--- config.mk ---
export PLATFORM = sky130hd
export DESIGN_NAME = rbe_move
export DESIGN_NICKNAME = d
export VERILOG_FILES = /design/src/rtl/rbe_pkg.sv /design/src/rtl/rbe_move.sv
export SDC_FILE = /design/constraint.sdc
export NUM_CORES = 2
export LEC_CHECK = 0
export BUFFER_PORTS_ARGS = -buffer_cell sky130_fd_sc_hd__buf_2
export CAP_MARGIN = 20
export CELL_PAD_IN_SITES_DETAIL_PLACEMENT = 1
export CELL_PAD_IN_SITES_GLOBAL_PLACEMENT = 2
export CORE_UTILIZATION = 45
export CTS_CLUSTER_SIZE = 10
export DETAILED_ROUTE_END_ITERATION = 12
export GPL_TIMING_DRIVEN = 0
export PLACE_DENSITY_LB_ADDON = 0.1
export SETUP_SLACK_MARGIN = 0.5
export SYNTH_ARGS = -nofsm -noshare
export SYNTH_HDL_FRONTEND = slang
export SYNTH_SLANG_ARGS = --single-unit
--- constraint.sdc ---
create_clock -name aclk -period 17.2 [get_ports aclk]
set_input_delay 0 -clock aclk [delete_from_list [all_inputs] [get_ports aclk]]
set_output_delay 0 -clock aclk [all_outputs]
set_load 0.05 [all_outputs]
--- src/rtl/rbe_pkg.sv ---
`timescale 1ns / 1ps
package rbe_pkg;

    localparam int NUM_AXES        = 3;
    localparam int NUM_LANES       = 2 * NUM_AXES;
    localparam int HEADING_WIDTH   = 16;
    localparam int DM_WIDTH        = 16;
    localparam int REM_WIDTH       = DM_WIDTH + 1;
    localparam int CFG_INDEX_WIDTH = 3;

    // configuration register map
    typedef enum logic [CFG_INDEX_WIDTH-1:0] {
        REG_BOX_MIN_X = 3'd0,
        REG_BOX_MAX_X = 3'd1,
        REG_BOX_MIN_Y = 3'd2,
        REG_BOX_MAX_Y = 3'd3,
        REG_BOX_MIN_Z = 3'd4,
        REG_BOX_MAX_Z = 3'd5
    } rbe_reg_index_t;

    // per-ray flags from the front stage; lane 2*i is the min face, 2*i+1 the max face
    typedef struct packed {
        logic                 enclosed;
        logic [NUM_AXES-1:0]  nz;
        logic [NUM_AXES-1:0]  hneg;
        logic [NUM_LANES-1:0] neg;
    } rbe_flags_t;

    // control handed from the slab reduction to the move stages
    typedef struct packed {
        logic                hit;
        logic                go;
        logic [NUM_AXES-1:0] hneg;
    } rbe_move_ctl_t;

endpackage

--- src/rtl/rbe_move.sv ---
`timescale 1ns / 1ps
module rbe_move import rbe_pkg::*; #(
    parameter int PW = 32,
    parameter int F  = 14
) (
    input  logic                               aclk,
    input  logic                               aresetn,
    input  logic                               en,
    input  logic                               in_valid,
    input  logic [NUM_AXES-1:0][PW-1:0]        in_p,
    input  logic [NUM_AXES-1:0][DM_WIDTH-1:0]  in_dm,
    input  logic [PW-1:0]                      in_step,
    input  rbe_move_ctl_t                      in_ctl,
    output logic                               out_valid,
    output logic                               out_hit,
    output logic [NUM_AXES-1:0][PW-1:0]        out_entry
);

    localparam int PRW = PW + DM_WIDTH;
    localparam int XW  = PRW + 1;
    localparam logic signed [XW-1:0] POS_MAX = {{(XW-PW+1){1'b0}}, {(PW-1){1'b1}}};
    localparam logic signed [XW-1:0] POS_MIN = {{(XW-PW+1){1'b1}}, {(PW-1){1'b0}}};

    // stage 1: step times heading magnitude
    logic [NUM_AXES-1:0][PRW-1:0]  prod_next;

    logic                          m1_valid_reg;
    logic [NUM_AXES-1:0][PRW-1:0]  m1_prod_reg;
    logic [NUM_AXES-1:0][PW-1:0]   m1_p_reg;
    rbe_move_ctl_t                 m1_ctl_reg;

    for (genvar i = 0; i < NUM_AXES; i++) begin : g_mul
        assign prod_next[i] = {{DM_WIDTH{1'b0}}, in_step} * {{PW{1'b0}}, in_dm[i]};
    end

    // stage 2: scale, offset, saturate and pick the entry or the start
    logic [NUM_AXES-1:0][PW-1:0]   entry_next;

    logic                          out_valid_reg;
    logic                          hit_reg;
    logic [NUM_AXES-1:0][PW-1:0]   entry_reg;

    for (genvar i = 0; i < NUM_AXES; i++) begin : g_add
        logic [PRW-1:0]        scaled;
        logic signed [XW-1:0]  mag_x;
        logic signed [XW-1:0]  p_x;
        logic signed [XW-1:0]  sum;
        logic [PW-1:0]         sat;
        assign scaled = m1_prod_reg[i] >> F;
        assign mag_x  = {1'b0, scaled};
        assign p_x    = {{(XW-PW){m1_p_reg[i][PW-1]}}, m1_p_reg[i]};
        assign sum    = m1_ctl_reg.hneg[i] ? (p_x - mag_x) : (p_x + mag_x);
        assign sat    = (sum > POS_MAX) ? POS_MAX[PW-1:0] :
                        (sum < POS_MIN) ? POS_MIN[PW-1:0] : sum[PW-1:0];
        assign entry_next[i] = m1_ctl_reg.go ? sat : m1_p_reg[i];
    end

    always_ff @(posedge aclk) begin
        if (!aresetn) begin
            m1_valid_reg  <= 1'b0;
            out_valid_reg <= 1'b0;
        end else if (en) begin
            m1_valid_reg  <= in_valid;
            out_valid_reg <= m1_valid_reg;
        end
    end

    always_ff @(posedge aclk) begin
        if (en) begin
            m1_prod_reg <= prod_next;
            m1_p_reg    <= in_p;
            m1_ctl_reg  <= in_ctl;
            hit_reg     <= m1_ctl_reg.hit;
            entry_reg   <= entry_next;
        end
    end

    assign out_valid = out_valid_reg;
    assign out_hit   = hit_reg;
    assign out_entry = entry_reg;

endmodule

==> impl_metrics.json <==
{
  "antenna_found_initial": 43,
  "slew_violations": 0,
  "required_ns": 17.54,
  "synthTopCellsByArea": "fa_1 (39%), edfxtp_1 (14%), ha_1 (8.9%)",
  "yosysUniqueCellTypes": 94,
  "synthCells": 6949,
  "setup_viol": 0,
  "ys_ff_latch": 302,
  "rsz0062_at_grt": "false",
  "ios": 283,
  "synth.area.mux_share_pct": 0.1129,
  "syn_area_um2": 64270,
  "gp_congestion": 0.9713,
  "synth.avg_cell_area_um2": 9.249,
  "detail-route-antenna-nets": 0,
  "clk_path_buf_depth": 3,
  "gr-total-overflow": 0,
  "largest_register_ffs": 102,
  "yosysTopAreaCell": "fa_1",
  "setup_ws_ns": 8.670,
  "drtIter0Drc": 4264,
  "dr.pass1.iters": 5,
  "fin_crit_ns": 8.530,
  "status": "complete, no violations",
  "worst_slew_pin_slew_ns": 1.343,
  "layout_commonest_cell": "inv_1",
  "portBuffers": 251,
  "cts_made_buffers": 42,
  "maxSlewHeadroom_pct": 10.49,
  "coreArea_um2": 141600,
  "die_x_um": 379.9,
  "endpoint_kind": "register",
  "post-place-ws_ns": 8.199,
  "synth_top_family_by_area": "adder cells",
  "synth_fa_ha_area_share_pct": 48.00,
  "clk_pin_slew_worst_paths_ns": 0.06,
  "synth_ff_type": "edfxtp_1",
  "layout.filler_cells": 16435,
  "dieArea_um2": 144300,
  "crit_chain": "buf_2 > clkbuf_1 > clkbuf_1 > and2_1 > fa_1 > fa_1 > fa_1 > fa_1 > fa_1 > inv_1 > fa_1 > inv_1 > ha_1 > a21o_1 > a21oi_1 > nor3b_1 > a211oi_1 > nor3_1 > a21oi_1 > a2111oi_0 > o21ai_0 > a21oi_1 > xnor2_1",
  "grt_pass1_vias": 56739,
  "seq_area_frac_synth_pct": 14.08,
  "async_flop_share_pct": 0,
  "register_area_um2": 9049,
  "die_h_um": 379.9,
  "grt_pass1_wl_mm": 371.2,
  "hold_class": "in2reg",
  "area_growth_pct": 10.61,
  "cap_violations": 0,
  "synth-edff-count": 300,
  "crit_family": "adder cells",
  "fp-row-count": 138,
  "setup_tns_ns": 0,
  "synth-compound-area-share_pct": 7.365,
  "cpMostUsedCell": "fa_1",
  "synthesis.nets": 8847,
  "drcViolationCount": 0,
  "fin_worst_skew_ns": 0.03009,
  "final_cell_mix": "inv_1 (1374), fa_1 (1254), nand2_1 (1024)",
  "grtUsageTotal_pct": 35.18,
  "worstSetupPathType": "in2reg",
  "fin_hold_ws_ns": 0.07168,
  "viasPerCell": 5.539,
  "clkSinkCount": 302,
  "synth_top_area_share_pct": 39.06,
  "post-dp-hpwl_mm": 210.2,
  "wirelength_mm": 251.4,
  "finalHoldViolations": 0,
  "cpMaxStageDelayCell": "clkbuf_1",
  "layout-drive-gt1-share_pct": 5.684,
  "period_share_pct": 49.59,
  "synth-simple-area-share_pct": 16.46,
  "cp_slowest_stage_delay_ns": 0.95,
  "postCtsSetupBuffers": 0,
  "max_clock_freq_mhz": 117.2,
  "yosysWarnings": 0,
  "multiInputGateArea_um2": 48640,
  "crit_buf_inv": 5,
  "nets": 9292,
  "crit_fanout": 10,
  "cts_tree": "built",
  "num_vias": 51707,
  "crit_path_start_kind": "input port",
  "h-tree-depth": 2,
  "synth_xor_area_share_pct": 3.730,
  "arrival_ns": 8.87,
  "root_buffer": "clkbuf_16",
  "wire_per_inst_um": 26.93,
  "clk_latency_ns": 0.64,
  "initial_utilization_pct": 45.39,
  "grt_max_degree": 123
}
cells in the mapped netlist, types with 8 or more instances:
cell	n
o22ai_1	32
clkbuf_1	342
edfxtp_1	300
inv_1	1374
xor2_1	78
ha_1	459
or3_1	8
nor2b_1	33
nand4_1	26
and3_1	29
nand2b_1	28
or4_1	10
a211oi_1	11
nand3_1	42
and4_1	9
nor3_1	52
o21a_1	31
nor2_1	234
o211ai_1	12
nand2_1	1024
fa_1	1254
and2_1	641
nor4_1	16
a21o_1	114
o21bai_1	15
a31oi_1	25
xnor2_1	192
buf_2	8
a21oi_1	241
o21ai_0	101
a21oi_2	11
o221ai_1	31
metrics by stage:
| stage | std cells | util (%) | cell area (um2) |
|---|---|---|---|
| 2_1_floorplan | 6949 | - | 64270 |
| 3_3_place_gp | 9090 | 47.95 | 67890 |
| 3_5_place_dp | 9126 | 48.39 | 68520 |
| 4_1_cts | 9305 | 50.09 | 70930 |
| 5_1_grt | 9319 | 50.18 | 71050 |
| 6_report | 9335 | 50.21 | 71090 |
kinds of logic after synthesis:
| family | count (synthesis) |
|---|---|
| AND/OR/NAND/NOR | 2193 |
| adder cells (fa/ha/maj) | 1713 |
| AO/OA/AOI/OAI | 723 |
| buffers and inverters | 1739 |
| flip-flops | 302 |
| XOR/XNOR | 272 |
| multiplexers | 7 |
final timing paths:
| path | depth (start not counted) | slack [ns] | endpoint | start |
|---|---|---|---|---|
| worst max-delay path | 23 | 8.67 | g_add[1].mag_x[33] | in_step[1] |
| worst min-delay path | 2 | 0.07 | m1_ctl_reg[3] | in_ctl[3] |
| worst max register to register | 19 | 10.48 | out_entry[36] | g_add[1].mag_x[0] |
| worst min register to register | 0 | 0.42 | out_hit | m1_ctl_reg[4] |
metal layers:
metal | GRT usage (%) | vias up | share of wire, %
met5 | 0 | - | 0.027
met4 | 16.05 | 12 | 5.1
met3 | 8.021 | 465 | 8.7
met1 | 46.71 | 26953 | 41
met2 | 54.73 | 2050 | 45
li1 | - | 22227 | -
layout make-up:
cell class,count,share of cell area (%)
Multi-Input combinational cell,4908,68.42
Sequential cell,302,12.73
Inverter,1374,7.255
Timing Repair Buffer,401,4.261
Tap cell,1890,3.326
Buffer,365,2.015
Clock buffer,54,1.584
Clock inverter,21,0.3414
Antenna cell,20,0.07040
repair_timing:
item	in CTS	in global routing
hold endpoints to repair	139	0
hold buffers	104	0
gates resized for setup	0	0
Power is not shown: default switching activity piles up to over one toggle a cycle in this logic, so the estimate is an artifact.
