**src/rtl/rbe_pkg.sv**
```systemverilog
`timescale 1ns / 1ps
package rbe_pkg;

    localparam int NUM_AXES        = 3;
    localparam int NUM_LANES       = 2 * NUM_AXES;
    localparam int HEADING_WIDTH   = 16;
    localparam int DM_WIDTH        = 16;
    localparam int REM_WIDTH       = DM_WIDTH + 1;
    localparam int CFG_INDEX_WIDTH = 3;

    // configuration register map
    typedef enum logic [CFG_INDEX_WIDTH-1:0] {
        REG_BOX_MIN_X = 3'd0,
        REG_BOX_MAX_X = 3'd1,
        REG_BOX_MIN_Y = 3'd2,
        REG_BOX_MAX_Y = 3'd3,
        REG_BOX_MIN_Z = 3'd4,
        REG_BOX_MAX_Z = 3'd5
    } rbe_reg_index_t;

    // per-ray flags from the front stage; lane 2*i is the min face, 2*i+1 the max face
    typedef struct packed {
        logic                 enclosed;
        logic [NUM_AXES-1:0]  nz;
        logic [NUM_AXES-1:0]  hneg;
        logic [NUM_LANES-1:0] neg;
    } rbe_flags_t;

    // control handed from the slab reduction to the move stages
    typedef struct packed {
        logic                hit;
        logic                go;
        logic [NUM_AXES-1:0] hneg;
    } rbe_move_ctl_t;

endpackage

```
**src/rtl/rbe_prep.sv**
```systemverilog
`timescale 1ns / 1ps
module rbe_prep import rbe_pkg::*; #(
    parameter int PW = 32
) (
    input  logic                                    aclk,
    input  logic                                    aresetn,
    input  logic                                    en,
    input  logic                                    in_valid,
    input  logic [NUM_AXES-1:0][PW-1:0]             in_p,
    input  logic [NUM_AXES-1:0][HEADING_WIDTH-1:0]  in_heading,
    input  logic [NUM_AXES-1:0][PW-1:0]             in_bmin,
    input  logic [NUM_AXES-1:0][PW-1:0]             in_bmax,
    output logic                                    out_valid,
    output logic [NUM_AXES-1:0][PW-1:0]             out_p,
    output logic [NUM_LANES-1:0][PW-1:0]            out_mag,
    output logic [NUM_AXES-1:0][DM_WIDTH-1:0]       out_dm,
    output rbe_flags_t                              out_flags
);

    logic [NUM_LANES-1:0][PW-1:0]      mag_next;
    logic [NUM_AXES-1:0][DM_WIDTH-1:0] dm_next;
    logic [NUM_LANES-1:0]              neg_next;
    logic [NUM_AXES-1:0]               in_box;
    logic [NUM_AXES-1:0]               nz_next;
    logic [NUM_AXES-1:0]               hneg_next;
    rbe_flags_t                        flags_next;

    logic                              valid_reg;
    logic [NUM_AXES-1:0][PW-1:0]       p_reg;
    logic [NUM_LANES-1:0][PW-1:0]      mag_reg;
    logic [NUM_AXES-1:0][DM_WIDTH-1:0] dm_reg;
    rbe_flags_t                        flags_reg;

    // face distances as magnitude plus sign, heading magnitude
    for (genvar i = 0; i < NUM_AXES; i++) begin : g_axis
        logic lo_below;
        logic hi_below;
        assign lo_below     = $signed(in_bmin[i]) < $signed(in_p[i]);
        assign hi_below     = $signed(in_bmax[i]) < $signed(in_p[i]);
        assign hneg_next[i] = in_heading[i][HEADING_WIDTH-1];
        assign nz_next[i]   = in_heading[i] != '0;
        assign dm_next[i]   = hneg_next[i] ? (~in_heading[i] + 1'b1) : in_heading[i];
        assign mag_next[2*i]   = lo_below ? (in_p[i] - in_bmin[i]) : (in_bmin[i] - in_p[i]);
        assign mag_next[2*i+1] = hi_below ? (in_p[i] - in_bmax[i]) : (in_bmax[i] - in_p[i]);
        assign neg_next[2*i]   = lo_below ^ hneg_next[i];
        assign neg_next[2*i+1] = hi_below ^ hneg_next[i];
        assign in_box[i]       = lo_below && ($signed(in_p[i]) < $signed(in_bmax[i]));
    end

    always_comb begin
        flags_next.enclosed = &in_box;
        flags_next.nz       = nz_next;
        flags_next.hneg     = hneg_next;
        flags_next.neg      = neg_next;
    end

    // advance the stage
    always_ff @(posedge aclk) begin
        if (!aresetn) begin
            valid_reg <= 1'b0;
        end else if (en) begin
            valid_reg <= in_valid;
        end
    end

    always_ff @(posedge aclk) begin
        if (en) begin
            p_reg     <= in_p;
            mag_reg   <= mag_next;
            dm_reg    <= dm_next;
            flags_reg <= flags_next;
        end
    end

    assign out_valid = valid_reg;
    assign out_p     = p_reg;
    assign out_mag   = mag_reg;
    assign out_dm    = dm_reg;
    assign out_flags = flags_reg;

endmodule

```
**config.mk**
```make
export PLATFORM = sky130hd
export DESIGN_NAME = rbe_prep
export DESIGN_NICKNAME = d
export VERILOG_FILES = /design/src/rtl/rbe_pkg.sv /design/src/rtl/rbe_prep.sv
export SDC_FILE = /design/constraint.sdc
export NUM_CORES = 1
export LEC_CHECK = 0
export BUFFER_PORTS_ARGS = -buffer_cell sky130_fd_sc_hd__buf_2
export CAP_MARGIN = 20
export CORE_AREA = 3 3 265 267
export DETAILED_ROUTE_END_ITERATION = 16
export DIE_AREA = 0 0 268 270
export GPL_TIMING_DRIVEN = 0
export PLACE_DENSITY_LB_ADDON = 0.12
export SLEW_MARGIN = 30
export SYNTH_ARGS = -nofsm -noshare
export SYNTH_HDL_FRONTEND = slang
export SYNTH_SLANG_ARGS = --single-unit
```
**constraint.sdc**
```tcl
create_clock -name aclk -period 9.1 [get_ports aclk]
set_input_delay 0.455 -clock aclk [delete_from_list [all_inputs] [get_ports aclk]]
set_output_delay 0.455 -clock aclk [all_outputs]
set_load 0.03 [all_outputs]
```
==> impl_metrics.csv <==
group,metric,value,unit
run_status,outcome,"complete, no violations",
yosys,synth_top_area_cell,"sky130_fd_sc_hd__edfxtp_1",
critical_path,critical-path-slowest-cell,"sky130_fd_sc_hd__a211oi_1",
yosys,synth.lib_cells_used.distinct,82,
die,initial_utilization,45.58,%
routing,vias,28354,
worst_hold_path,hold-path-cell-count,1,
sta,final.setup.tns,0,ns
yosys,synth.ff_latch_count,350,
global_route,first_global_vias,27276,
yosys,synth_top_cells_by_area,"sky130_fd_sc_hd__edfxtp_1, sky130_fd_sc_hd__ha_1, sky130_fd_sc_hd__a21o_1",
die,die-width,268,um
critical_path,data_arrival_at_the_endpoint_of_the_critical_path,4.96,ns
worst_hold_path,hold_start,"in_p[31]",
sta,finalCriticalPeriod,4.535,ns
layout,layout-area-overhead-vs-synth,19.39,%
yosys,synth-async-reset-ratio,0,%
cts,tritoncts,"done",
routing,drt_first_iter_violations,1771,
cts,post_cts_resized,0,
routing,vias_per_cell,5.572,
sta,max_freq,0.2205,GHz
critical_path,r2r.worst_path.cells,2,
critical_path,rr_endpoint,"out_valid",
place,dpl.hpwl,89.27,mm
sta,max_slew_margin,39.36,%
sta,worst_hold_slack_after_final_layout,0.06944,ns
cts,cts_num_sinks,350,
cts,worst_skew_late_latency,0.58,ns
place,gpl.final_weighted_congestion,0.9626,
die,io-pin-count,690,
routing,drt_first_pass_iters,5,
cts,cts_made_buffers,42,
critical_path,worst_ep_required_time,9.52,ns
yosys,ys_seq_area_share,33.70,%
routing,residual_antenna_violating_net_count_after_detailed_routing,0,
sta,setup-violations-final,0,
pwr,p_leak,17.91,nW
sta,worst_pin_slew,0.9041,ns
routing,wire_per_inst,21.27,um
worst_hold_path,min_to,"out_p[31]",
yosys,mappedNetlistArea,31150,um2
critical_path,worst_path_largest_cell_delay,0.80,ns
pwr,power_per_cell_area,173.3,nW/um2
cts,ctsLongestPathBuffers,3,
yosys,mapped_avg_cell_area,9.099,um2
flow_run,cap_violations,0,
critical_path,worstSetupEndpointType,"flip-flop",
sta,finalHoldViolCount,0,
worst_hold_path,worstHoldPathType,"in -> reg",
cts,clk_transition_reported_paths,0.06,ns
sta,timing_max_transition_violations_final,0,
yosys,post_synth_edffs,349,
layout,post-route-util,54.42,%
die,die_y,270,um
routing,routed_wl,108.2,mm
critical_path,path_class,"in -> reg",
global_route,initial_antenna_violation_count,38,
critical_path,timing.critical_path.cells,"buf_2, inv_1, ha_1, or4_1, o21ai_1, o31ai_1, a211oi_1, o211ai_1, nand2_1, buf_2, buf_2, o2111a_1, o2111ai_1, a21oi_1",
cts,cts_hold_buf,0,
critical_path,setup.reg_to_reg.worst_slack,8.52,ns
global_route,grt.overflow.total,0,
routing,remaining_drc_errors,0,
yosys,ys.warnings.count,0,
sta,unrepaired_setup_endpoints_after_global_routing,"no",
sta,final_min_period_over_clock_period,49.83,%
critical_path,critical-path-top-cell-by-count,"sky130_fd_sc_hd__buf_2",
cts,cts_post_setup_buffers_inserted,0,
layout,drive_gt1_share,19.61,%
die,core.rowCount,96,
cts,clock_tree.root_cell,"sky130_fd_sc_hd__clkbuf_16",
die,die-area,72360,um2
global_route,grtUsageTotal,28.57,%
global_route,grt_start_max_net_pins,88,
global_route,grt_first_pass_wirelength,160.4,mm
sta,timing.clock.skew,0,ns
layout,final_net_count,4897,
critical_path,crit_fanout,10,
pwr,peakVddDrop,0.0001460,V
yosys,synthesis.nets,4160,
yosys,synthFlopType,"sky130_fd_sc_hd__edfxtp_1",
place,numPortBuffers,689,
die,core_area,68350,um2
critical_path,start_kind,"primary input",
yosys,area_share_of_the_largest_cell_type_after_synthesis,33.64,%
cts,level_count_of_the_clock_h_tree,2,
yosys,postSynthCellCount,3424,
critical_path,crit-reg2reg-launch,"out_valid",
## worst max-delay path by stage
stage / from / cells after the start / endpoint
floorplan: in_bmax[32] / 16 / out_mag[126]
global placement: en / 3 / out_valid
detailed placement: in_p[69] / 14 / out_flags[12]
CTS: in_p[69] / 14 / out_flags[12]
global route: in_p[69] / 16 / out_flags[12]
finish: in_p[69] / 14 / out_flags[12]
## cell families (layout without fill, tap and decap cells)
logic type	count (synthesis)	after routing	synth area share (%)
AOI/OAI and AO/OA	1118	1118	23.19
and+or+nand+nor	729	729	11.54
buffers and inverters	533	1296	6.651
adders and majority gates	396	396	16.19
DFF	350	350	33.70
xor gates and xnor gates	220	220	6.185
muxes	78	78	2.542
other	0	20	0
## state kept, by name, summed over array words and instances, names as in the netlist
signal     count
out_flags     13
out_p         96
out_valid      1
out_mag      192
out_dm        48
## per-layer routing
metal | part of all wire [%] | global-route usage, % | wire [um] | vias up
met5 | 0.19 | 0 | 201 | -
met4 | 3.7 | 10.81 | 4040 | 30
met3 | 8.1 | 7.206 | 8816 | 199
met2 | 47 | 48.05 | 50980 | 1055
met1 | 41 | 35.16 | 44190 | 13283
li1 | - | - | - | 13787
## critical path: cells and delay by family
kind / cells / cell delay, ns
adder cells (fa/ha/maj): 1 / 0.25
AND/OR/NAND/NOR: 2 / 0.74
AO/OA/AOI/OAI: 7 / 2.53
buffers and inverters: 4 / 0.97
## layout by cell type (no fill, tap or decap), drive strengths merged, types with 51 or more instances in the layout
cell,n
a21o,236
a21oi,354
buf,721
clkbuf,192
edfxtp,349
ha,384
inv,361
mux2i,69
nand2,189
nand2b,51
nand3,56
nor2,170
nor2b,66
o21ai,198
xnor2,142
xor2,78
## cells in the mapped netlist (all sizes together), types with 10 or more instances
library cell / instances
a211o: 12
a211oi: 49
a21o: 236
a21oi: 354
a221oi: 17
a31o: 13
a31oi: 26
and3: 22
buf: 28
clkbuf: 143
edfxtp: 349
fa: 12
ha: 384
inv: 361
mux2i: 69
nand2: 189
nand2b: 51
nand3: 56
nand4: 44
nor2: 170
nor2b: 66
nor3: 47
nor4: 13
o211ai: 19
o21a: 30
o21ai: 198
o21bai: 30
o31ai: 32
o41ai: 12
or2: 10
or3: 19
xnor2: 142
xor2: 78
## final cells by class
cell class              count  area [um2]
clock buffers              49        1077
multi-input cells        2541       18600
plain buffers             171       714.4
clock inverters            21       227.7
well taps                 882        1104
diodes                     20       50.05
fillers                  6512       31150
repair buffers            693        3568
flip-flops and latches    350       10500
inverters                 362        1359
## metrics by stage
step	area, um2	cells	power (mW)	setup WS, ns
after detailed placement	35840	4999	4.807	4.139
after global placement	35710	4995	4.815	2.182
after CTS	37150	5069	6.484	4.745
after global routing	37180	5083	6.781	4.447
after floorplan	31150	3424	3.954	5.576
final	37200	5089	6.447	4.565
## report_power, final
group	switching, mW	leakage [nW]	internal, mW
clock network	0.710	0.627	0.933
registers	0.0744	3.42	2.11
logic	1.76	13.9	0.862
No activity file was read; power rests on OpenSTA's default activity.
