`src/rtl/rbe_pkg.sv`:
```
`timescale 1ns / 1ps
package rbe_pkg;

    localparam int NUM_AXES        = 3;
    localparam int NUM_LANES       = 2 * NUM_AXES;
    localparam int HEADING_WIDTH   = 16;
    localparam int DM_WIDTH        = 16;
    localparam int REM_WIDTH       = DM_WIDTH + 1;
    localparam int CFG_INDEX_WIDTH = 3;

    // configuration register map
    typedef enum logic [CFG_INDEX_WIDTH-1:0] {
        REG_BOX_MIN_X = 3'd0,
        REG_BOX_MAX_X = 3'd1,
        REG_BOX_MIN_Y = 3'd2,
        REG_BOX_MAX_Y = 3'd3,
        REG_BOX_MIN_Z = 3'd4,
        REG_BOX_MAX_Z = 3'd5
    } rbe_reg_index_t;

    // per-ray flags from the front stage; lane 2*i is the min face, 2*i+1 the max face
    typedef struct packed {
        logic                 enclosed;
        logic [NUM_AXES-1:0]  nz;
        logic [NUM_AXES-1:0]  hneg;
        logic [NUM_LANES-1:0] neg;
    } rbe_flags_t;

    // control handed from the slab reduction to the move stages
    typedef struct packed {
        logic                hit;
        logic                go;
        logic [NUM_AXES-1:0] hneg;
    } rbe_move_ctl_t;

endpackage

```
`src/rtl/rbe_reduce.sv`:
```
`timescale 1ns / 1ps
module rbe_reduce import rbe_pkg::*; #(
    parameter int PW = 32,
    parameter int QW = 46
) (
    input  logic                               aclk,
    input  logic                               aresetn,
    input  logic                               en,
    input  logic                               in_valid,
    input  logic [NUM_LANES-1:0][QW-1:0]       in_q,
    input  logic [NUM_AXES-1:0][DM_WIDTH-1:0]  in_dm,
    input  logic [NUM_AXES-1:0][PW-1:0]        in_p,
    input  rbe_flags_t                         in_flags,
    output logic                               out_valid,
    output logic [NUM_AXES-1:0][PW-1:0]        out_p,
    output logic [NUM_AXES-1:0][DM_WIDTH-1:0]  out_dm,
    output logic [PW-1:0]                      out_step,
    output rbe_move_ctl_t                      out_ctl
);

    localparam logic [QW-1:0] HALF    = {{(QW-1){1'b0}}, 1'b1} << (PW-1);
    localparam logic [PW-1:0] POS_MAX = {1'b0, {(PW-1){1'b1}}};
    localparam logic [PW-1:0] ONE     = {{(PW-1){1'b0}}, 1'b1};

    function automatic logic [PW-1:0] smax(input logic [PW-1:0] a, input logic [PW-1:0] b);
        return ($signed(a) > $signed(b)) ? a : b;
    endfunction

    function automatic logic [PW-1:0] smin(input logic [PW-1:0] a, input logic [PW-1:0] b);
        return ($signed(a) < $signed(b)) ? a : b;
    endfunction

    // stage 1: saturate and sign each face distance, order per axis
    logic [NUM_LANES-1:0][PW-1:0]      t_next;
    logic [NUM_AXES-1:0][PW-1:0]       s1_tn_next;
    logic [NUM_AXES-1:0][PW-1:0]       s1_tx_next;

    logic                              s1_valid_reg;
    logic [NUM_AXES-1:0][PW-1:0]       s1_tn_reg;
    logic [NUM_AXES-1:0][PW-1:0]       s1_tx_reg;
    logic [NUM_AXES-1:0][PW-1:0]       s1_p_reg;
    logic [NUM_AXES-1:0][DM_WIDTH-1:0] s1_dm_reg;
    rbe_flags_t                        s1_flags_reg;

    for (genvar l = 0; l < NUM_LANES; l++) begin : g_lane
        logic [QW-1:0] lim;
        logic [QW-1:0] qs;
        assign lim       = in_flags.neg[l] ? HALF : (HALF - 1'b1);
        assign qs        = (in_q[l] > lim) ? lim : in_q[l];
        assign t_next[l] = in_flags.neg[l] ? (~qs[PW-1:0] + 1'b1) : qs[PW-1:0];
    end

    for (genvar i = 0; i < NUM_AXES; i++) begin : g_order
        assign s1_tn_next[i] = smin(t_next[2*i], t_next[2*i+1]);
        assign s1_tx_next[i] = smax(t_next[2*i], t_next[2*i+1]);
    end

    // stage 2: running entry and exit over the axes with a nonzero heading
    logic [NUM_AXES-1:0][PW-1:0]       ent_cand;
    logic [NUM_AXES-1:0][PW-1:0]       ext_cand;
    logic [PW-1:0]                     s2_amin_next;
    logic [PW-1:0]                     s2_amax_next;

    logic                              s2_valid_reg;
    logic [PW-1:0]                     s2_amin_reg;
    logic [PW-1:0]                     s2_amax_reg;
    logic [NUM_AXES-1:0][PW-1:0]       s2_p_reg;
    logic [NUM_AXES-1:0][DM_WIDTH-1:0] s2_dm_reg;
    rbe_flags_t                        s2_flags_reg;

    for (genvar i = 0; i < NUM_AXES; i++) begin : g_cand
        assign ent_cand[i] = s1_flags_reg.nz[i] ? s1_tn_reg[i] : ONE;
        assign ext_cand[i] = s1_flags_reg.nz[i] ? s1_tx_reg[i] : POS_MAX;
    end

    assign s2_amin_next = smax(smax(ent_cand[0], ent_cand[1]), smax(ent_cand[2], ONE));
    assign s2_amax_next = smin(smin(ext_cand[0], ext_cand[1]), ext_cand[2]);

    // stage 3: hit decision and step length
    rbe_move_ctl_t                     s3_ctl_next;
    logic [PW-1:0]                     s3_step_next;

    logic                              s3_valid_reg;
    rbe_move_ctl_t                     s3_ctl_reg;
    logic [PW-1:0]                     s3_step_reg;
    logic [NUM_AXES-1:0][PW-1:0]       s3_p_reg;
    logic [NUM_AXES-1:0][DM_WIDTH-1:0] s3_dm_reg;

    always_comb begin
        s3_ctl_next.go   = !s2_flags_reg.enclosed
                           && ($signed(s2_amin_reg) < $signed(s2_amax_reg))
                           && ($signed(s2_amin_reg) > $signed(PW'(0)));
        s3_ctl_next.hit  = s2_flags_reg.enclosed || s3_ctl_next.go;
        s3_ctl_next.hneg = s2_flags_reg.hneg;
        s3_step_next     = s2_amin_reg + ONE;
    end

    // advance valid bits
    always_ff @(posedge aclk) begin
        if (!aresetn) begin
            s1_valid_reg <= 1'b0;
            s2_valid_reg <= 1'b0;
            s3_valid_reg <= 1'b0;
        end else if (en) begin
            s1_valid_reg <= in_valid;
            s2_valid_reg <= s1_valid_reg;
            s3_valid_reg <= s2_valid_reg;
        end
    end

    // advance payload
    always_ff @(posedge aclk) begin
        if (en) begin
            s1_tn_reg    <= s1_tn_next;
            s1_tx_reg    <= s1_tx_next;
            s1_p_reg     <= in_p;
            s1_dm_reg    <= in_dm;
            s1_flags_reg <= in_flags;
            s2_amin_reg  <= s2_amin_next;
            s2_amax_reg  <= s2_amax_next;
            s2_p_reg     <= s1_p_reg;
            s2_dm_reg    <= s1_dm_reg;
            s2_flags_reg <= s1_flags_reg;
            s3_ctl_reg   <= s3_ctl_next;
            s3_step_reg  <= s3_step_next;
            s3_p_reg     <= s2_p_reg;
            s3_dm_reg    <= s2_dm_reg;
        end
    end

    assign out_valid = s3_valid_reg;
    assign out_p     = s3_p_reg;
    assign out_dm    = s3_dm_reg;
    assign out_step  = s3_step_reg;
    assign out_ctl   = s3_ctl_reg;

endmodule

```
`config.mk`:
```
export PLATFORM = sky130hd
export DESIGN_NAME = rbe_reduce
export DESIGN_NICKNAME = d
export VERILOG_FILES = /design/src/rtl/rbe_pkg.sv /design/src/rtl/rbe_reduce.sv
export SDC_FILE = /design/constraint.sdc
export NUM_CORES = 2
export LEC_CHECK = 0
export BUFFER_PORTS_ARGS = -buffer_cell sky130_fd_sc_hd__buf_4
export CORE_MARGIN = 2
export CORE_UTILIZATION = 30
export DETAILED_ROUTE_END_ITERATION = 10
export SYNTH_ARGS = -nofsm -noshare
export SYNTH_HDL_FRONTEND = slang
export SYNTH_SLANG_ARGS = --single-unit
```
`constraint.sdc`:
```
create_clock -name aclk -period 13.1 [get_ports aclk]
set_clock_uncertainty 0.2 [all_clocks]
set_input_delay 2.62 -clock aclk [delete_from_list [all_inputs] [get_ports aclk]]
set_output_delay 2.62 -clock aclk [all_outputs]
set_load 0.03 [all_outputs]
```
==> out/metrics.yaml <==
route:
  vias_per_cell: 5.18
  routedWlPerCell_um: 20.6
  drt_first_iter_violations: 3274
  wl_um: 143000
  vias: 35900
  drc: 0
  postRouteAntennaNets: 0
  drtPass1Iterations: 5
setup_path:
  endpoint_kind: "register"
  path_class: "in -> reg"
  cp.arrival_ns: 10.96
  r2r_setup_slack_ns: 5.28
  worstPathMaxFanout: 72
  r2r_cells: 21
  start_kind: "primary input"
  crit_required_ns: 13.29
clock_network:
  max-clock-path-buffers: 3
  htreeDepth: 3
  clkTransAtPathRegs_ns: 0.06
  clock-sinks: 739
  cts_hold_buf: 0
  clk_latency_ns: 0.68
  postCtsSetupRepairBufs: 0
  cts_tree: "done"
  cts-resized-gates: 0
  cts_buffers: 80
  cts-root-buf: "clkbuf_16"
logic_synthesis:
  muxShareOfSynthArea_pct: 6.57
  netlist_instances: 4278
  yosysSeqAreaShare_pct: 48.0
  async_reset_ff_share_pct: 0
  syn-cell-area_um2: 46200
  yosys.area_share.simple_pct: 14.4
  synth-compound-area-share_pct: 14.1
  yosys.cell_types.count: 85
  yosys.area_share.adder_pct: 12.3
  synth_top_family_by_area: "simple AND/OR/NAND/NOR gates"
  synth_fp_nets: 5168
  yosysWarnings: 0
  synth_edf_count: 736
  ys_seq_elements: 739
  synth-xor-area-share_pct: 0.702
  synth.avg_cell_area_um2: 10.8
  synth_ff_type: "edfxtp_1"
layout:
  num-fill-cells: 15000
  fin_util_pct: 36.6
  final_cells: 6937
  final-seq-area_um2: 22200
  drive_above_1_share_pct: 18.5
  nNetsFinal: 5738
  synthToLayoutAreaGrowth_pct: 20.8
  stdcell_area_um2: 55800
  insertedDiodeCount: 0
  multi_input_area_um2: 22300
  final_cell_mix: "edfxtp_1, buf_4, ha_1"
  layout_commonest_cell: "edfxtp_1"
floorplan:
  top_level_ports: 619
  dieArea_um2: 157000
  die_w_um: 396
  coreArea_um2: 152000
  rows: 143
  start_util_pct: 30.3
  die_height_um: 396
grt:
  grt_max_degree: 160
  track_usage_pct: 17.5
  antenna_found_initial: 6
  grt_remaining_overflow: 0
  grt_pass1_wl_um: 213000
  grt_pass1_vias: 34200
timing:
  drv_slew: 0
  rsz0062_at_grt: "false"
  hold-worst-slack_ns: 0.178
  setup_viol: 0
  min_period_ns: 10.77
  fin_setup_tns_ns: 0
  fmax_mhz: 92.9
  hold_viol: 0
  relSlewSlack_pct: 15.3
  period_share_pct: 82.2
  worst_pin_slew_ns: 1.25
pwr:
  p_leak_nw: 22.3
  peakVddDrop_uv: 97.3
  powerDensity_nw_per_um2: 129
min_path:
  min-delay-path-class: "reg -> reg"
  min_path_cells: 0
placed_design:
  place.gp.congestion: 0.901
  place_hpwl_um: 111000
  dp_cells: 6796
  placed_area_um2: 53200
  io_buffer_count: 618
flow_run:
  cap_violations: 0
run_status:
  status: "complete, no violations"
## final cells by class
class                   count  share of cell area [%]
well taps                2030                    4.55
flip-flops and latches    739                    39.7
clock inverters            47                   0.935
multi-input cells        3064                    40.1
repair buffers            665                    9.03
inverters                 298                    2.01
clock buffers              94                    3.68
## synth_stat cells, drive strengths merged (6+ instances only)
| master | count | share of area [%] |
|---|---|---|
| mux2i | 213 | 4.6 |
| o2111ai | 6 | 0.11 |
| a31oi | 36 | 0.49 |
| a211oi | 35 | 0.57 |
| a21o | 86 | 1.4 |
| xor2 | 10 | 0.19 |
| a2111oi | 8 | 0.15 |
| a21oi | 261 | 2.8 |
| o22ai | 75 | 1.0 |
| inv | 295 | 2.4 |
| mux2 | 80 | 2.0 |
| o21a | 91 | 1.5 |
| or4 | 20 | 0.34 |
| buf | 25 | 0.21 |
| and4 | 17 | 0.32 |
| or3 | 49 | 0.69 |
| nor2 | 247 | 2.0 |
| nand3b | 11 | 0.18 |
| o31ai | 10 | 0.19 |
| edfxtp | 736 | 48 |
| nand2b | 53 | 0.72 |
| and2 | 98 | 1.3 |
| o211ai | 38 | 0.62 |
| nand3 | 100 | 1.1 |
| o21ai | 218 | 2.4 |
| ha | 453 | 12 |
| xnor2 | 27 | 0.51 |
| o311ai | 10 | 0.19 |
| o41ai | 8 | 0.15 |
| nor2b | 99 | 1.3 |
| clkbuf | 152 | 1.2 |
| o21bai | 13 | 0.21 |
| or2 | 14 | 0.19 |
| o32ai | 35 | 0.66 |
| a221oi | 7 | 0.13 |
| nand2 | 198 | 1.6 |
| nor3 | 135 | 1.5 |
| a211o | 19 | 0.37 |
| a311o | 8 | 0.17 |
| and3 | 34 | 0.47 |
| nand4 | 97 | 1.3 |
| nor4 | 68 | 0.93 |
## metrics by stage
step	setup WS, ns	power [W]
after CTS	2.42	0.00726
after global placement	1.95	0.00500
after detailed placement	1.73	0.00503
after floorplan	3.08	0.00424
after global routing	1.49	0.00754
final	2.33	0.00719
## critical path, stage by stage
cell and delay (ns):
buf_4 0.55, inv_2 0.41, ha_1 0.31, or3_1 0.33, a2111oi_0 0.36, nand3_1 0.12
o32a_2 0.44, a21oi_1 0.31, ha_1 0.45, nand4_1 0.28, nor3b_1 0.46, nand2_1 0.11
or4b_2 0.65, nand2_1 0.09, o21ai_0 0.07, a21oi_1 0.24, inv_1 0.07, ha_1 0.29
nand4_1 0.09, or2_2 0.34, nor4_1 0.51, nand4_1 0.20, o221ai_1 0.40, nor2_1 0.09
or2_2 0.70, mux2_2 0.43
## routing by layer
layer,routed length [µm],share of wire [%],up-vias,track usage (%)
met5,60,0.042,-,0
met4,4530,3.2,10,5.78
met3,8080,5.7,181,2.42
met2,68400,48,1119,29.7
met1,61800,43,17200,23.0
li1,-,-,17400,-
## power breakdown
part           switching, W  internal [W]  total, W
clock network      0.000974       0.00122   0.00220
logic               0.00112      0.000778   0.00190
registers          0.000149       0.00294   0.00309
## worst paths after layout
path	start	to
setup / recovery	in_flags[3]	s1_tx_reg[44]$_DFFE_PP_
hold / removal	s1_p_reg[36]$_DFFE_PP_	s2_p_reg[36]$_DFFE_PP_
setup reg to reg	s1_flags_reg[10]$_DFFE_PP_	s2_amin_reg[21]$_DFFE_PP_
hold reg to reg	s1_p_reg[36]$_DFFE_PP_	s2_p_reg[36]$_DFFE_PP_
## cell families after synthesis
family,Yosys count
buf+inv,475
fa+ha+maj,453
other cells,1
simple gates,1263
flops,739
mux,293
xor+xnor,37
compound gates,1017
Power figures use the tool's default switching activity.
