[src/rtl/rbe_pkg.sv]
`timescale 1ns / 1ps
package rbe_pkg;

    localparam int NUM_AXES        = 3;
    localparam int NUM_LANES       = 2 * NUM_AXES;
    localparam int HEADING_WIDTH   = 16;
    localparam int DM_WIDTH        = 16;
    localparam int REM_WIDTH       = DM_WIDTH + 1;
    localparam int CFG_INDEX_WIDTH = 3;

    // configuration register map
    typedef enum logic [CFG_INDEX_WIDTH-1:0] {
        REG_BOX_MIN_X = 3'd0,
        REG_BOX_MAX_X = 3'd1,
        REG_BOX_MIN_Y = 3'd2,
        REG_BOX_MAX_Y = 3'd3,
        REG_BOX_MIN_Z = 3'd4,
        REG_BOX_MAX_Z = 3'd5
    } rbe_reg_index_t;

    // per-ray flags from the front stage; lane 2*i is the min face, 2*i+1 the max face
    typedef struct packed {
        logic                 enclosed;
        logic [NUM_AXES-1:0]  nz;
        logic [NUM_AXES-1:0]  hneg;
        logic [NUM_LANES-1:0] neg;
    } rbe_flags_t;

    // control handed from the slab reduction to the move stages
    typedef struct packed {
        logic                hit;
        logic                go;
        logic [NUM_AXES-1:0] hneg;
    } rbe_move_ctl_t;

endpackage

[src/rtl/rbe_div_step.sv]
`timescale 1ns / 1ps
module rbe_div_step import rbe_pkg::*; #(
    parameter int QW     = 46,
    parameter int SIDE_W = 103
) (
    input  logic                                 aclk,
    input  logic                                 aresetn,
    input  logic                                 en,
    input  logic                                 in_valid,
    input  logic [NUM_LANES-1:0][REM_WIDTH-1:0]  in_rem,
    input  logic [NUM_LANES-1:0][QW-1:0]         in_sh,
    input  logic [NUM_AXES-1:0][DM_WIDTH-1:0]    in_dm,
    input  logic [SIDE_W-1:0]                    in_side,
    output logic                                 out_valid,
    output logic [NUM_LANES-1:0][REM_WIDTH-1:0]  out_rem,
    output logic [NUM_LANES-1:0][QW-1:0]         out_sh,
    output logic [NUM_AXES-1:0][DM_WIDTH-1:0]    out_dm,
    output logic [SIDE_W-1:0]                    out_side
);

    logic [NUM_LANES-1:0][REM_WIDTH-1:0] rem_next;
    logic [NUM_LANES-1:0][QW-1:0]        sh_next;

    logic                                valid_reg;
    logic [NUM_LANES-1:0][REM_WIDTH-1:0] rem_reg;
    logic [NUM_LANES-1:0][QW-1:0]        sh_reg;
    logic [NUM_AXES-1:0][DM_WIDTH-1:0]   dm_reg;
    logic [SIDE_W-1:0]                   side_reg;

    // one restoring step per lane: shift in a dividend bit, shift out a quotient bit
    for (genvar l = 0; l < NUM_LANES; l++) begin : g_lane
        logic [REM_WIDTH-1:0] trial;
        logic [REM_WIDTH-1:0] divisor;
        logic                 take;
        assign trial       = {in_rem[l][REM_WIDTH-2:0], in_sh[l][QW-1]};
        assign divisor     = {1'b0, in_dm[l/2]};
        assign take        = trial >= divisor;
        assign rem_next[l] = take ? (trial - divisor) : trial;
        assign sh_next[l]  = {in_sh[l][QW-2:0], take};
    end

    always_ff @(posedge aclk) begin
        if (!aresetn) begin
            valid_reg <= 1'b0;
        end else if (en) begin
            valid_reg <= in_valid;
        end
    end

    always_ff @(posedge aclk) begin
        if (en) begin
            rem_reg  <= rem_next;
            sh_reg   <= sh_next;
            dm_reg   <= in_dm;
            side_reg <= in_side;
        end
    end

    assign out_valid = valid_reg;
    assign out_rem   = rem_reg;
    assign out_sh    = sh_reg;
    assign out_dm    = dm_reg;
    assign out_side  = side_reg;

endmodule

[config.mk]
export PLATFORM = sky130hd
export DESIGN_NAME = rbe_div_step
export DESIGN_NICKNAME = d
export VERILOG_FILES = /design/src/rtl/rbe_pkg.sv /design/src/rtl/rbe_div_step.sv
export SDC_FILE = /design/constraint.sdc
export NUM_CORES = 1
export LEC_CHECK = 0
export ABC_CLOCK_PERIOD_IN_PS = 4990
export BUFFER_PORTS_ARGS = -buffer_cell sky130_fd_sc_hd__buf_2
export CORE_AREA = 2 2 412 414
export CTS_CLUSTER_DIAMETER = 100
export CTS_CLUSTER_SIZE = 20
export DETAILED_ROUTE_END_ITERATION = 7
export DIE_AREA = 0 0 414 416
export GPL_TIMING_DRIVEN = 0
export PLACE_DENSITY = 0.3
export RECOVER_POWER = 25
export SLEW_MARGIN = 20
export SYNTH_ARGS = -nofsm -noshare
export SYNTH_HDL_FRONTEND = slang
export SYNTH_SLANG_ARGS = --single-unit
export TNS_END_PERCENT = 50
[constraint.sdc]
create_clock -name aclk -period 4.99 [get_ports aclk]
set_input_delay 0.499 -clock aclk [delete_from_list [all_inputs] [get_ports aclk]]
set_output_delay 0.499 -clock aclk [all_outputs]
set_load 0.005 [all_outputs]
==> impl_metrics.tcl, run 1 <==
set metrics [dict create \
    status "completed" \
    stdcell_area_mm2 0.0363 \
    die_w_um 414 \
    setup_viol 0 \
    start_kind "primary input" \
    ys_seq_area_share_pct 70.0 \
    crit_required_ps 5350 \
    power.share.switching_pct 28.8 \
    num_rows 151 \
    first_iter_violations 886 \
    switchingPower_mw 3.30 \
    grt_max_degree 84 \
    drc 0 \
    chipHeight_um 416 \
    slew_headroom_pct 3.98 \
    fillers 18400 \
    cts_resized 0 \
    drive_above_1_share_pct 38.4 \
    cts_tree "done" \
    totalWireLength_mm 105 \
    syn_area_mm2 0.0227 \
    drtAntennaViolNets 0 \
    root_buffer "clkbuf_16" \
    start_util_pct 13.5 \
    antenna_found_initial 39 \
    fmax_mhz 271 \
    syn_nets 2133 \
    dieArea_mm2 0.172 \
    core_area_mm2 0.168 \
    clock_latency_ps 650 \
    power.density_mw_per_mm2 315 \
    final_nets 3640 \
    cp.arrival_ps 4050 \
    critical_path_class "primary input to register" \
    dr_wl_met3_mm 8.10 \
    io_buffers 1056 \
    clock_power_share_pct 32.2 \
    path_max_fanout 10 \
    synth.top_cell.area_share_pct 69.9 \
    vias 18600 \
    min_path_type "primary input to register" \
    synthFlopType "edfxtp_1" \
    hpwlAfterDp_mm 85.3 \
    p_comb_share_pct 19.8 \
    avgSynthCellArea_um2 15.2 \
    cts_buffer_depth 3 \
    hold_violations 0 \
    maxCapViolCount 0 \
    p_leak_nw 14.8 \
    synth_top_area_cell "edfxtp_1" \
    min_period_ps 3700 \
    fin_setup_tns_ps 0 \
    track_usage_pct 11.7 \
    peakVddDrop_mv 0.245 \
    via_per_inst 3.53 \
    ys_warn_count 0 \
    clkSinkCount 530 \
    fin_crit_sh_pct 74.1 \
    ios 1063 \
    ys_types 80 \
    wl_per_cell_um 20.0 \
    synth_edf_count 529 \
    grt_pass1_vias 19400 \
    netlist_instances 1498 \
    overflow 0 \
    rsz0062_at_grt "no" \
    dpl.cell_count 4779 \
    first_pass_iters 6 \
    path_clk_slew_ps 90 \
    numCtsBuffers 42 \
    area_growth_pct 59.9 \
    fin_skew_ps 0 \
    gp_congestion 0.792 \
    fin_cells 5263 \
    cp-end-kind "register" \
    grt_pass1_wl_mm 146 \
    synthArstFlopShare_pct 0 \
    post_dp_cell_area_mm2 0.0310 \
    m1WireLength_mm 42.5 \
    dr_wl_met2_mm 51.9 \
    synth.area.top_cells "edfxtp_1 70%, ha_1 5.3%, mux2_2 2.7%, a21oi_1 1.9%, o21ai_0 1.5%" \
    highest_layer "met5" \
    synth_common_cells "529 x edfxtp_1, 96 x ha_1, 88 x inv_1" \
    cts_max_level 2 \
    p_int_mw 8.14 \
    post-synth-top-count-cell "edfxtp_1" \
    worstMarginPinSlew_ps 1440 \
    ys_seq_elements 530 \
    drv_slew 0 \
    power_frac_seq_pct 48.1 \
]
cell type report:
cell class                      instances  area, µm²  area share (%)
Clock inverter                         24        310           0.855
Antenna cell                           11       27.5          0.0758
Timing Repair Buffer                 1463       9400            25.9
Sequential cell                       530      15900            43.8
Inverter                               89        337           0.927
Clock buffer                           49       1080            2.97
Buffer                                 29        170           0.469
Tap cell                             2218       2780            7.64
Multi-Input combinational cell        850       6300            17.4
timing repair:
item | CTS | global route
hold buffers | 400 | 0
setup buffers | 0 | 0
hold endpoints to repair | 400 | 0
power by group through the flow:
stage	logic (mW)	clock network (mW)	registers, mW
2_1_floorplan	0.771	0	5.65
3_3_place_gp	2.06	0	5.69
3_5_place_dp	2.06	0	5.60
4_1_cts	2.34	3.94	5.51
5_1_grt	2.49	4.04	5.54
6_report	2.26	3.68	5.50
worst max-delay path: stages:
cell           delay [ps]
dlygate4sd3_1         520
clkbuf_1              140
inv_1                 150
ha_1                  380
nand2_1               160
a211oi_1              660
nor3_1                140
o221ai_1              400
buf_2                 400
buf_2                 370
a21oi_1               220
sequential cells by signal (all words and copies together), names as in the netlist:
signal,flops
out_dm,48
out_sh,276
out_rem,102
out_valid,1
out_side,103
metrics by stage:
stage	hold slack, ps	total power [mW]	setup WS, ps	utilization, %
floorplan	507	6.43	2100	-
global placement	597	7.75	-6500	18.3
detailed placement	610	7.66	777	18.4
CTS	0.587	11.8	1250	21.6
global route	80.0	12.1	990	21.6
finish	118	11.4	1290	21.6
metal layers:
metal  track usage, %  vias up
li1                 -     8829
met5                0        -
met4             3.16       38
met1             13.7     8868
met3             4.07      127
met2             20.4      693
cell families (layout without fill, tap and decap cells):
| group | after synthesis | in the layout | share of synthesized area, % |
|---|---|---|---|
| AOI/OAI and AO/OA | 337 | 337 | 9.97 |
| buffers and inverters | 118 | 1654 | 2.23 |
| and+or+nand+nor | 282 | 282 | 6.12 |
| other | 0 | 11 | 0 |
| muxes | 77 | 77 | 3.83 |
| xor gates and xnor gates | 52 | 52 | 2.01 |
| DFF | 530 | 530 | 70.0 |
| adders and majority gates | 102 | 102 | 5.82 |
cells in the final DEF (no fill, tap or decap), types with 6 or more instances in the layout:
cell type,Yosys,layout
edfxtp_1,529,529
o211ai_1,6,6
a31o_2,6,6
mux2i_1,16,16
nand2_1,59,59
o31a_1,9,9
buf_2,5,997
nand4_1,11,11
buf_16,0,7
and3_1,14,14
mux2_2,55,55
a21boi_0,7,7
nor3b_1,7,7
a21o_1,27,27
clkbuf_16,0,42
o31ai_1,9,9
inv_1,88,88
ha_1,96,96
nand3_1,36,36
nor3_1,22,22
xnor2_1,32,32
nor2_1,78,78
a21oi_1,85,85
xor2_1,20,20
or3_1,8,8
fa_1,6,6
dlygate4sd3_1,0,400
a211oi_1,17,17
o21ai_0,70,70
a31oi_1,12,12
o21a_1,24,24
mux2_4,6,6
diode_2,0,11
nor2b_1,19,19
clkbuf_1,16,85
final timing paths:
| check | startpoint | endpoint | slack (ps) | depth (start not counted) |
|---|---|---|---|---|
| worst max register to register | out_valid | out_valid | 4310 | 2 |
| worst min-delay path | in_valid | out_valid | 120 | 3 |
| worst max-delay path | in_dm[18] | out_rem[39] | 1290 | 11 |
| worst min register to register | out_valid | out_valid | 590 | 2 |
Note: power is estimated with default switching activity, not from simulation.
==> run 2: changes to the inputs <==
--- a/config.mk
+++ b/config.mk
@@ -5,7 +5,7 @@
 export SDC_FILE = /design/constraint.sdc
 export NUM_CORES = 1
 export LEC_CHECK = 0
-export ABC_CLOCK_PERIOD_IN_PS = 4990
+export ABC_CLOCK_PERIOD_IN_PS = 3800
 export BUFFER_PORTS_ARGS = -buffer_cell sky130_fd_sc_hd__buf_2
 export CORE_AREA = 2 2 412 414
 export CTS_CLUSTER_DIAMETER = 100
==> constraint.sdc (replaced) <==
create_clock -name aclk -period 3.8 [get_ports aclk]
set_input_delay 0.38 -clock aclk [delete_from_list [all_inputs] [get_ports aclk]]
set_output_delay 0.38 -clock aclk [all_outputs]
set_load 0.005 [all_outputs]
==> run 2 against run 1 <==
Compared with the run above:
- design area rose by 1.3%
- combinational power rose by 33%
- via count rose by 0.74%
- global-route usage barely moved
- cell count rose by 0.80%
- worst setup slack got worse by 930 ps
- total power rose by 32%
- critical path depth fell by 1
- core utilization rose by 0.27 points
==> impl_metrics.tcl, run 2 (synthesized netlist as in run 1, its figures left out) <==
set metrics [dict create \
    cts_buffer_depth 3 \
    cp_cell_sequence "dlygate4sd3_1 -> clkbuf_1 -> ha_1 -> nor2b_1 -> o31ai_1 -> a21oi_1 -> a31o_2 -> a21oi_4 -> buf_6 -> mux2_2" \
    core_area_mm2 0.168 \
    r2r_start "out_valid" \
    die_w_um 414 \
    fin_setup_tns_ps 0 \
    r2r_cells 3 \
    switchingPower_mw 4.35 \
    grt_pass1_wl_mm 146 \
    maxCapViolCount 0 \
    grt_max_degree 84 \
    drtAntennaViolNets 0 \
    p_int_mw 10.7 \
    whs_endpoint "out_rem[96]" \
    min_period_ps 3430 \
    drc 0 \
    first_pass_iters 7 \
    numCtsBuffers 42 \
    hold-worst-slack_ps 77.6 \
    start_util_pct 13.5 \
    timing.final.ws_setup_ps 366 \
    via_per_inst 3.52 \
    power_frac_seq_pct 47.9 \
    seqCellArea_mm2 0.0159 \
    power.density_mw_per_mm2 410 \
    setup_viol 0 \
    cp.buffers_inverters 3 \
    clock_power_share_pct 32.1 \
    r2r_end "out_valid" \
    path_max_fanout 10 \
    totalWireLength_mm 105 \
    clock_latency_ps 650 \
    min_path_type "primary input to register" \
    vias 18700 \
    dieArea_mm2 0.172 \
    multi_input_area_mm2 0.00630 \
    regToRegSetupSlack_ps 2580 \
    slowest_delay_ps 540 \
    fillers 18400 \
    grt_pass1_vias 19600 \
    power.share.switching_pct 28.9 \
    crit_family "compound AO/OA/AOI/OAI gates" \
    cp-end-kind "register" \
    peakVddDrop_mv 0.325 \
    fin_crit_sh_pct 90.4 \
    antenna_found_initial 33 \
    slew_headroom_pct 40.2 \
    io_buffers 1056 \
    fin_skew_ps 0 \
    gp_congestion 0.792 \
    p_comb_share_pct 20.0 \
    crit_required_ps 4210 \
    start_kind "primary input" \
    status "completed" \
    layout_commonest_cell "buf_2" \
    drv_slew 0 \
    slowest_stage "o31ai_1" \
    min-delay-start "in_rem[95]" \
    first_iter_violations 865 \
    critical_path_class "primary input to register" \
    worstMarginPinSlew_ps 882 \
    drive_above_1_share_pct 38.1 \
    place_ws_ps -294 \
    cts_tree "done" \
    finalPower_mw 15.1 \
    p_leak_nw 15.0 \
    fmax_mhz 291 \
    chipHeight_um 416 \
    num_rows 151 \
    ios 1063 \
    final_nets 3684 \
    hold_violations 0 \
    area_growth_pct 61.9 \
    largest_reg_flops 276 \
    cp.arrival_ps 3840 \
    path_clk_slew_ps 90 \
    clkSinkCount 530 \
    root_buffer "clkbuf_16" \
    hpwlAfterDp_mm 85.3 \
    overflow 0 \
    whs_path_depth 2 \
    cts_max_level 2 \
    wl_per_cell_um 19.8 \
    track_usage_pct 11.8 \
    rsz0062_at_grt "no" \
    post_cts_buffers 0 \
    final_cell_mix "1003 x buf_2, 529 x edfxtp_1, 444 x dlygate4sd3_1, 96 x ha_1, 88 x inv_1" \
]
-- run 2: timing repair --
| action | 4_1_cts | 5_1_grt |
|---|---|---|
| hold buffers | 444 | 0 |
| endpoints found under the setup margin | 0 | 1 |
| gates resized for setup | 0 | 1 |
| endpoints found under the hold margin | 456 | 0 |
-- run 2: how the worst max path moves through the flow --
| stage | from | end | slack [ps] | cells after the start |
|---|---|---|---|---|
| CTS | in_dm[18] | out_rem[34] | 180 | 10 |
| floorplan | in_dm[6] | out_rem[10] | 1030 | 9 |
| finish | in_dm[16] | out_rem[63] | 370 | 10 |
| detailed placement | in_dm[17] | out_rem[62] | -290 | 10 |
| global route | in_dm[16] | out_rem[62] | 160 | 10 |
| global placement | en | out_valid | -7570 | 3 |
-- run 2: cell type report --
class	count	area share, %
multi-input combinational	850	17.1
inverter	89	0.915
buffer	29	0.463
antenna	9	0.0613
sequential	530	43.3
clock inverter	24	0.844
clock buffer	49	2.93
timing repair buffer	1507	26.8
tap	2218	7.55
-- run 2: metrics by stage --
stage               area (µm²)  util (%)  instances
floorplan                22700         -       1498
global placement         30800      18.3       4772
detailed placement       31000      18.4       4779
CTS                      36800      21.9       5296
global route             36800      21.9       5302
finish                   36800      21.9       5305
-- run 2: power by group through the flow --
stage                     logic [mW]  clock network, mW  registers [mW]
after floorplan                 1.01                  0            7.43
after global placement          2.71                  0            7.47
after detailed placement        2.70                  0            7.36
after CTS                       3.11               5.17            7.23
after global routing            3.32               5.31            7.28
final                           3.01               4.84            7.22
-- run 2: routing by layer --
layer	wire [µm]	vias up	track usage [%]	part of all wire [%]
met4	2430	28	3.09	2.3
li1	-	8918	-	-
met2	51900	689	20.4	49
met3	7920	115	3.92	7.5
met5	175	-	0	0.17
met1	42800	8943	13.8	41
